<file path="src/rtl/eth_ipv4_tcp_header_parser_macros.svh">
// Assertion helpers for the header parser; all use clk and arst_n of the enclosing module.
`ifndef ETH_IPV4_TCP_HEADER_PARSER_MACROS_SVH
`define ETH_IPV4_TCP_HEADER_PARSER_MACROS_SVH

// same-cycle implication
`define EITP_ASSERT_IMP(name, pre, post, msg) \
	name: assert property (@(posedge clk) disable iff (!arst_n) (pre) |-> (post)) \
		else $error(msg);

// next-cycle implication
`define EITP_ASSERT_NXT(name, pre, post, msg) \
	name: assert property (@(posedge clk) disable iff (!arst_n) (pre) |=> (post)) \
		else $error(msg);

`endif

</file>
<file path="src/rtl/eitp_pkg.sv">
package eitp_pkg;

	localparam int PREVIEW_BYTES   = 32;
	localparam int MAX_FRAME_BYTES = 65535;

	localparam logic [15:0] ETHERTYPE_IPV4 = 16'h0800;
	localparam logic [7:0]  PROTO_TCP      = 8'd6;
	localparam int          ETH_HDR_LEN    = 14;
	localparam logic [5:0]  MIN_HDR_LEN    = 6'd20;

	localparam int OUT_DEPTH  = 4;
	localparam int OUT_PTR_W  = $clog2(OUT_DEPTH);
	localparam int OUT_LVL_W  = OUT_PTR_W + 1;
	localparam int OUT_DATA_W = 224;

	typedef enum logic [1:0] {
		ST_OK       = 2'd0,
		ST_NOT_IPV4 = 2'd1,
		ST_NOT_TCP  = 2'd2,
		ST_TRUNC    = 2'd3
	} status_t;

	typedef enum logic {
		KIND_PREVIEW = 1'b0,
		KIND_SUMMARY = 1'b1
	} kind_t;

	typedef struct packed {
		kind_t       result_kind;
		status_t     frame_status;
		logic [47:0] dest_mac;
		logic [47:0] source_mac;
		logic [31:0] source_ip;
		logic [31:0] dest_ip;
		logic [15:0] source_port;
		logic [15:0] dest_port;
		logic [15:0] payload_length;
		logic [7:0]  preview_char;
		logic        run_last;
	} result_t;

	typedef struct packed {
		logic [OUT_LVL_W-1:0] level;
		logic                 room;
	} fifo_stat_t;

	// header length as used for placing later fields
	function automatic logic [5:0] eff_len(input logic [5:0] len);
		return (len < MIN_HDR_LEN) ? MIN_HDR_LEN : len;
	endfunction

endpackage

</file>
<file path="src/rtl/eitp_hdr_core.sv">
module eitp_hdr_core import eitp_pkg::*; (
	input  logic          clk,
	input  logic          arst_n,
	input  logic          fire,
	input  logic [7:0]    frame_byte,
	input  logic          frame_last,
	output result_t       res_a,
	output result_t       res_b,
	output logic [1:0]    push_cnt
);

	logic [15:0] pos_q, pos_n;
	logic [5:0]  ip_q, ip_n;
	logic [5:0]  tcp_q, tcp_n;
	logic [7:0]  heo_q, heo_n;
	status_t     status_q, status_n;
	logic [47:0] dmac_q, dmac_n;
	logic [47:0] smac_q, smac_n;
	logic [7:0]  etype_hi_q, etype_hi_n;
	logic [31:0] sip_q, sip_n;
	logic [31:0] dip_q, dip_n;
	logic [31:0] ports_q, ports_n;

	logic [6:0]  tcp_start;
	logic [15:0] ts16;
	logic [15:0] pay_idx;
	logic        preview;
	logic [7:0]  pchar;
	status_t     st;
	logic [15:0] plen;
	result_t     prev_item, summ_item;

	always_comb begin
		pos_n      = pos_q;
		ip_n       = ip_q;
		tcp_n      = tcp_q;
		heo_n      = heo_q;
		status_n   = status_q;
		dmac_n     = dmac_q;
		smac_n     = smac_q;
		etype_hi_n = etype_hi_q;
		sip_n      = sip_q;
		dip_n      = dip_q;
		ports_n    = ports_q;
		preview    = 1'b0;

		tcp_start = 7'(ETH_HDR_LEN) + {1'b0, eff_len(ip_q)};
		ts16      = {9'd0, tcp_start};
		pay_idx   = pos_q - {8'd0, heo_q};

		if (pos_q < 16'(MAX_FRAME_BYTES)) begin
			if (pos_q < 16'd6) begin
				dmac_n = {dmac_q[39:0], frame_byte};
			end else if (pos_q < 16'd12) begin
				smac_n = {smac_q[39:0], frame_byte};
			end else if (pos_q == 16'd12) begin
				etype_hi_n = frame_byte;
			end else if (pos_q == 16'd13) begin
				if ({etype_hi_q, frame_byte} != ETHERTYPE_IPV4) begin
					status_n = ST_NOT_IPV4;
				end
			end else if (pos_q == 16'd14) begin
				ip_n = {frame_byte[3:0], 2'b00};
			end else if (pos_q == 16'd23) begin
				if (status_q == ST_OK && frame_byte != PROTO_TCP) begin
					status_n = ST_NOT_TCP;
				end
			end else if (pos_q >= 16'd26 && pos_q < 16'd30) begin
				sip_n = {sip_q[23:0], frame_byte};
			end else if (pos_q >= 16'd30 && pos_q < 16'd34) begin
				dip_n = {dip_q[23:0], frame_byte};
			end

			// TCP header sits at 34 or later, so no extra lower bound needed
			if (pos_q >= ts16 && pos_q < ts16 + 16'd4) begin
				ports_n = {ports_q[23:0], frame_byte};
			end
			if (pos_q == ts16 + 16'd12) begin
				tcp_n = {frame_byte[7:4], 2'b00};
				heo_n = {1'b0, tcp_start} + {2'b00, eff_len(tcp_n)};
			end

			preview = (heo_q != 8'd0) && (pos_q >= {8'd0, heo_q}) &&
				(pay_idx < 16'(PREVIEW_BYTES)) && (status_q == ST_OK) &&
				(ip_q >= MIN_HDR_LEN) && (tcp_q >= MIN_HDR_LEN);
			pos_n = pos_q + 16'd1;
		end
	end

	assign pchar = (frame_byte >= 8'h20 && frame_byte <= 8'h7E) ? frame_byte : 8'h2E;

	// summary status from the state including this item
	always_comb begin
		priority if (pos_n < 16'(ETH_HDR_LEN))                   st = ST_TRUNC;
		else if (status_n == ST_NOT_IPV4)                         st = ST_NOT_IPV4;
		else if (pos_n < 16'd24)                                  st = ST_TRUNC;
		else if (status_n == ST_NOT_TCP)                          st = ST_NOT_TCP;
		else if (ip_n < MIN_HDR_LEN)                              st = ST_TRUNC;
		else if (heo_n == 8'd0 || pos_n < {8'd0, heo_n})          st = ST_TRUNC;
		else if (tcp_n < MIN_HDR_LEN)                             st = ST_TRUNC;
		else                                                      st = ST_OK;
	end

	assign plen = (st == ST_OK) ? (pos_n - {8'd0, heo_n}) : 16'd0;

	always_comb begin
		prev_item              = '0;
		prev_item.result_kind  = KIND_PREVIEW;
		prev_item.preview_char = pchar;

		summ_item                = '0;
		summ_item.result_kind    = KIND_SUMMARY;
		summ_item.frame_status   = st;
		summ_item.dest_mac       = dmac_n;
		summ_item.source_mac     = smac_n;
		summ_item.source_ip      = sip_n;
		summ_item.dest_ip        = dip_n;
		summ_item.source_port    = ports_n[31:16];
		summ_item.dest_port      = ports_n[15:0];
		summ_item.payload_length = plen;
		summ_item.run_last       = 1'b1;

		res_b = '0;
		if (preview) begin
			res_a    = prev_item;
			res_b    = summ_item;
			push_cnt = frame_last ? 2'd2 : 2'd1;
		end else begin
			res_a    = summ_item;
			push_cnt = frame_last ? 2'd1 : 2'd0;
		end
		if (!fire) begin
			push_cnt = 2'd0;
		end
	end

	always_ff @(posedge clk or negedge arst_n) begin
		if (!arst_n) begin
			pos_q      <= '0;
			ip_q       <= '0;
			tcp_q      <= '0;
			heo_q      <= '0;
			status_q   <= ST_OK;
			dmac_q     <= '0;
			smac_q     <= '0;
			etype_hi_q <= '0;
			sip_q      <= '0;
			dip_q      <= '0;
			ports_q    <= '0;
		end else if (fire) begin
			if (frame_last) begin
				pos_q      <= '0;
				ip_q       <= '0;
				tcp_q      <= '0;
				heo_q      <= '0;
				status_q   <= ST_OK;
				dmac_q     <= '0;
				smac_q     <= '0;
				etype_hi_q <= '0;
				sip_q      <= '0;
				dip_q      <= '0;
				ports_q    <= '0;
			end else begin
				pos_q      <= pos_n;
				ip_q       <= ip_n;
				tcp_q      <= tcp_n;
				heo_q      <= heo_n;
				status_q   <= status_n;
				dmac_q     <= dmac_n;
				smac_q     <= smac_n;
				etype_hi_q <= etype_hi_n;
				sip_q      <= sip_n;
				dip_q      <= dip_n;
				ports_q    <= ports_n;
			end
		end
	end

endmodule

</file>
<file path="src/rtl/eitp_out_fifo.sv">
module eitp_out_fifo import eitp_pkg::*; (
	input  logic       clk,
	input  logic       arst_n,
	input  logic [1:0] push_cnt,
	input  result_t    in_a,
	input  result_t    in_b,
	input  logic       pop,
	output result_t    head,
	output fifo_stat_t stat
);

	result_t              mem_q [OUT_DEPTH];
	logic [OUT_PTR_W-1:0] wr_q, rd_q;
	logic [OUT_LVL_W-1:0] level_q;

	always_ff @(posedge clk) begin
		if (push_cnt != 2'd0) begin
			mem_q[wr_q] <= in_a;
		end
		if (push_cnt == 2'd2) begin
			mem_q[wr_q + OUT_PTR_W'(1)] <= in_b;
		end
	end

	always_ff @(posedge clk or negedge arst_n) begin
		if (!arst_n) begin
			wr_q    <= '0;
			rd_q    <= '0;
			level_q <= '0;
		end else begin
			wr_q    <= wr_q + OUT_PTR_W'(push_cnt);
			rd_q    <= rd_q + OUT_PTR_W'(pop);
			level_q <= level_q + OUT_LVL_W'(push_cnt) - OUT_LVL_W'(pop);
		end
	end

	assign head       = mem_q[rd_q];
	assign stat.level = level_q;
	// one item may push two results, so keep two slots free
	assign stat.room  = (level_q <= OUT_LVL_W'(OUT_DEPTH - 2));

endmodule

</file>
<file path="src/rtl/eth_ipv4_tcp_header_parser.sv">
// Throughput: one byte per cycle while the result queue has room for two results;
// the 4-entry result queue absorbs the one case where a byte yields two results
// (a preview byte that also closes the frame).
// Reset: arst_n clears frame state, the input stage and the result queue at once;
// the block is ready for bytes as soon as reset is released.
`include "eth_ipv4_tcp_header_parser_macros.svh"

module eth_ipv4_tcp_header_parser import eitp_pkg::*; (
	input  logic                  clk,
	input  logic                  arst_n,
	input  logic                  s_tvalid,
	output logic                  s_tready,
	input  logic [7:0]            s_tdata,   // [7:0] frame_byte
	input  logic                  s_tlast,   // frame_last
	output logic                  m_tvalid,
	input  logic                  m_tready,
	// [1:0] frame_status, [49:2] dest_mac, [97:50] source_mac,
	// [129:98] source_ip, [161:130] dest_ip, [177:162] source_port,
	// [193:178] dest_port, [209:194] payload_length, [217:210] preview_char,
	// [223:218] zero
	output logic [OUT_DATA_W-1:0] m_tdata,
	output logic                  m_tuser,   // result_kind
	output logic                  m_tlast    // run_last
);

	// input register
	logic       valid_s1;
	logic [7:0] byte_s1;
	logic       last_s1;

	logic       advance;
	logic [1:0] push_cnt;
	result_t    res_a, res_b, head;
	fifo_stat_t stat;

	// the stage moves on only if the queue can take both possible results
	assign advance  = valid_s1 && stat.room;
	assign s_tready = !valid_s1 || stat.room;

	always_ff @(posedge clk or negedge arst_n) begin
		if (!arst_n) begin
			valid_s1 <= 1'b0;
		end else if (s_tready) begin
			valid_s1 <= s_tvalid;
		end
	end

	always_ff @(posedge clk) begin
		if (s_tvalid && s_tready) begin
			byte_s1 <= s_tdata;
			last_s1 <= s_tlast;
		end
	end

	// field capture, status and preview decisions
	eitp_hdr_core u_core (
		.clk        (clk),
		.arst_n     (arst_n),
		.fire       (advance),
		.frame_byte (byte_s1),
		.frame_last (last_s1),
		.res_a      (res_a),
		.res_b      (res_b),
		.push_cnt   (push_cnt)
	);

	// result queue doubles as the output register
	eitp_out_fifo u_out (
		.clk      (clk),
		.arst_n   (arst_n),
		.push_cnt (push_cnt),
		.in_a     (res_a),
		.in_b     (res_b),
		.pop      (m_tvalid && m_tready),
		.head     (head),
		.stat     (stat)
	);

	assign m_tvalid = (stat.level != '0);
	assign m_tdata  = {6'd0, head.preview_char, head.payload_length, head.dest_port,
		head.source_port, head.dest_ip, head.source_ip, head.source_mac,
		head.dest_mac, head.frame_status};
	assign m_tuser  = head.result_kind;
	assign m_tlast  = head.run_last;

	`EITP_ASSERT_IMP(a_level_bound, 1'b1, stat.level <= OUT_LVL_W'(OUT_DEPTH), "result queue overflow")
	`EITP_ASSERT_NXT(a_last_gives_result, advance && last_s1, m_tvalid, "frame end produced no summary")
	`EITP_ASSERT_IMP(a_summary_closes, m_tvalid && m_tuser, m_tlast, "summary without run_last")
	`EITP_ASSERT_IMP(a_preview_clean, m_tvalid && !m_tuser, m_tdata[209:0] == '0 && !m_tlast, "preview item carries header fields")

endmodule

</file>
<file path="config.mk">
export PLATFORM = sky130hd
export DESIGN_NAME = eth_ipv4_tcp_header_parser
export DESIGN_NICKNAME = d
export VERILOG_FILES = /design/src/rtl/eitp_pkg.sv /design/src/rtl/eitp_hdr_core.sv /design/src/rtl/eitp_out_fifo.sv /design/src/rtl/eth_ipv4_tcp_header_parser.sv
export VERILOG_INCLUDE_DIRS = /design/src /design/src/rtl
export SDC_FILE = /design/constraint.sdc
export NUM_CORES = 2
export LEC_CHECK = 0
export ABC_AREA = 0
export BUFFER_PORTS_ARGS = -buffer_cell sky130_fd_sc_hd__clkbuf_2
export CAP_MARGIN = 15
export CORE_UTILIZATION = 30
export CTS_CLUSTER_DIAMETER = 50
export DETAILED_ROUTE_END_ITERATION = 7
export PLACE_DENSITY = 0.51
export SYNTH_ARGS = -nofsm -noshare
export SYNTH_HDL_FRONTEND = slang
export SYNTH_SLANG_ARGS = --single-unit
</file>
<file path="constraint.sdc">
create_clock -name clk -period 9.15 [get_ports clk]
set_input_delay 1.83 -clock clk [delete_from_list [all_inputs] [get_ports clk]]
set_output_delay 1.83 -clock clk [all_outputs]
set_load 0.005 [all_outputs]
</file>
==> out/metrics.yaml <==
outcome:
  status: "complete, no violations"
worst_setup_path:
  worstPathRequired_ps: 9670
  critPathLaunchType: "flop"
  critPathKind: "flop to flop"
  cp-end-kind: "flop"
  crit_arrival_ps: 6580
  path_max_fanout: 26
cells_and_area:
  fillers: 15500
  area_growth_pct: 16.6
  multi_input_area_um2: 15600
  fin_util_pct: 35.4
  mostFrequentLayoutCells: "853 x edfxtp_1, 848 x nor2_1, 240 x dfrtp_1"
  fin_nets: 3657
  drive_above_1_share_pct: 20.6
  layout_commonest_cell: "edfxtp_1"
  final_area_um2: 57000
  seq_area_um2: 32300
drt:
  drt_first_pass_iters: 5
  wl_per_cell_um: 24.1
  drcViolationCount: 0
  totalWireLength_mm: 141
  drt-vias-per-instance: 5.00
  drtIter0Drc: 2171
  drtAntennaViolNets: 0
  dr_total_vias: 29400
pwr:
  leakagePower_nw: 20.8
  power.density_nw_per_um2: 289
  ir_drop_mv: 0.180
  p_total_mw: 16.5
min_path:
  hold_path.class: "flop to flop"
global_routing:
  grt_pass1_vias: 30200
  grt_max_degree: 122
  antenna_found_initial: 9
  grt_usage_pct: 17.2
  overflow: 0
  grt_pass1_wl_mm: 208
clock_tree:
  clk_pin_slew_ps: 60
  cts_htree_levels: 4
  clock_latency_ps: 780
  cts_tree: "yes"
  postCtsHoldBufs: 0
  post_cts_resized: 0
  cts-root-buf: "clkbuf_16"
  postCtsSetupBuffers: 0
  cts_inserted_buffers: 135
  cts_buffer_depth: 3
  cts_sinks: 1127
synth:
  seq_area_frac_synth_pct: 66.0
  synthCells: 3402
  yosys.area.top_type: "edfxtp_1"
  async_flop_share_pct: 21.5
  synthFlopType: "edfxtp_1"
  synth.area.top_cells: "edfxtp_1 52%, dfrtp_1 12%, mux4_2 10%"
  ys_warn_count: 0
  synth_edf_count: 853
  synth_area_um2: 48900
  synth_cell_types: 72
  ys_ff_latch: 1127
  netlist.area_leader.share_pct: 52.4
  syn_area_per_cell_um2: 14.4
timing:
  tns_ps: 0
  finalCriticalPeriod_ps: 6070
  timing.slew.headroom_pct: 20.2
  finalHoldViolCount: 0
  fin_ws_ps: 3080
  setup_viol: 0
  rsz0062_at_grt: "no"
  worst_clock_skew_ps: 53.0
  timing.final.crit_share_pct: 66.3
  slew_viol_final: 0
  worstMarginPinSlew_ps: 1190
  max_clock_freq_mhz: 165
floorplan:
  dieArea_um2: 165000
  pin_count: 241
  rows: 147
  core_area_um2: 161000
  dieHeight_um: 406
  initial_utilization_pct: 30.3
  die_x_um: 406
placed_design:
  placed_cell_area_um2: 52600
  dp_hpwl_mm: 79.7
  dp_worst_setup_slack_ps: 3160
  port_buffers: 234
  gp_congestion: 0.843
flow_run:
  maxCapViolations: 0
[sequential cells by signal, summed over array words and instances, names as in the netlist]
name	count
u_core.ports_q	32
u_core.pos_q	16
u_core.status_q	2
last_s1	1
u_core.sip_q	32
u_core.heo_q	8
valid_s1	1
u_out.rd_q	2
u_core.dip_q	32
u_core.etype_hi_q	8
byte_s1	8
u_core.smac_q	48
u_core.ip_q	4
u_out.wr_q	2
u_out.level_q	3
u_core.dmac_q	48
u_out.mem_q	876
u_core.tcp_q	4
[final cells by class]
class | count | share of cell area, %
flip-flops and latches | 1127 | 56.7
multi-input cells | 1987 | 27.3
clock buffers | 194 | 6.83
well taps | 2160 | 4.74
repair buffers | 292 | 3.03
clock inverters | 56 | 1.04
inverters | 53 | 0.401
diodes | 3 | 0.0132
[metal layers]
metal	vias up	part of all wire (%)	global-route usage, %
met5	-	0.045	0
met2	716	48	28.0
met3	160	5.1	3.37
li1	13100	-	-
met4	12	1.7	4.28
met1	15300	45	23.5
[kinds of logic (layout without fill, tap and decap cells)]
logic type / Yosys count / after routing / synth area share [%]
AO/OA/AOI/OAI: 381 / 381 / 6.04
XOR/XNOR: 27 / 27 / 0.483
adder cells (fa/ha/maj): 48 / 48 / 1.27
buffers and inverters: 295 / 595 / 2.51
flip-flops: 1127 / 1127 / 66.0
multiplexers: 425 / 425 / 14.3
other: 2 / 12 / 0.0153
AND/OR/NAND/NOR: 1097 / 1097 / 9.34
[worst max-delay path, stage by stage (launching register included)]
cell and delay [ps]:
dfrtp_1 440, or2_2 330, a21oi_1 300, or2_2 210
inv_1 80, ha_1 310, xor2_1 170, nand4b_1 110
or3_1 330, a221oi_1 340, nand2b_1 250, inv_1 270
nor2_1 110, fa_1 440, a21o_1 180, a21o_1 190
a21oi_1 190, o21ai_0 170, or2_0 340, o31a_2 380
nand3_4 250, a211oi_1 200, and2_1 210
[synth_stat cells (29+ instances only)]
library cell  number
a21oi_1           31
a22o_1           203
buf_1             29
buf_2             71
clkbuf_1         134
dfrtp_1          242
dfxtp_1           32
edfxtp_1         853
ha_1              45
inv_1             53
mux2i_1          201
mux4_2           219
nand2_1           72
nor2_1           850
nor3_1            38
o21ai_0           59
[where the power goes]
part | internal [mW] | leakage (nW) | switching [mW]
combinational | 1.78 | 7.09 | 2.86
sequential | 6.13 | 11.6 | 0.368
clock | 3.12 | 2.19 | 2.22
total | 11.0 | 20.8 | 5.46
[stage by stage]
stage                     hold slack, ps  cells
final                                453   5872
after global routing                 483   5869
after CTS                            455   5869
after detailed placement             440   5619
after global placement               437   5619
after floorplan                      420   3409
[path summary, 6_finish.rpt]
path,from,end,slack [ps],depth (start not counted)
worst min register to register,u_out.mem_q[0][3]$_SDFFE_PP0P_,u_out.mem_q[0][3]$_SDFFE_PP0P_,450,2
worst min-delay path,u_out.mem_q[0][3]$_SDFFE_PP0P_,u_out.mem_q[0][3]$_SDFFE_PP0P_,450,2
max in group asynchronous,arst_n,u_core.smac_q[46]$_DFFE_PN0P_,6750,2
min in group asynchronous,arst_n,u_core.ports_q[21]$_DFFE_PN0P_,1050,1
worst max register to register,u_core.ip_q[2]$_DFFE_PN0P_,u_out.mem_q[0][14]$_DFFE_PP_,3080,22
worst max-delay path,u_core.ip_q[2]$_DFFE_PN0P_,u_out.mem_q[0][14]$_DFFE_PP_,3080,22
Power figures use the tool's default switching activity.
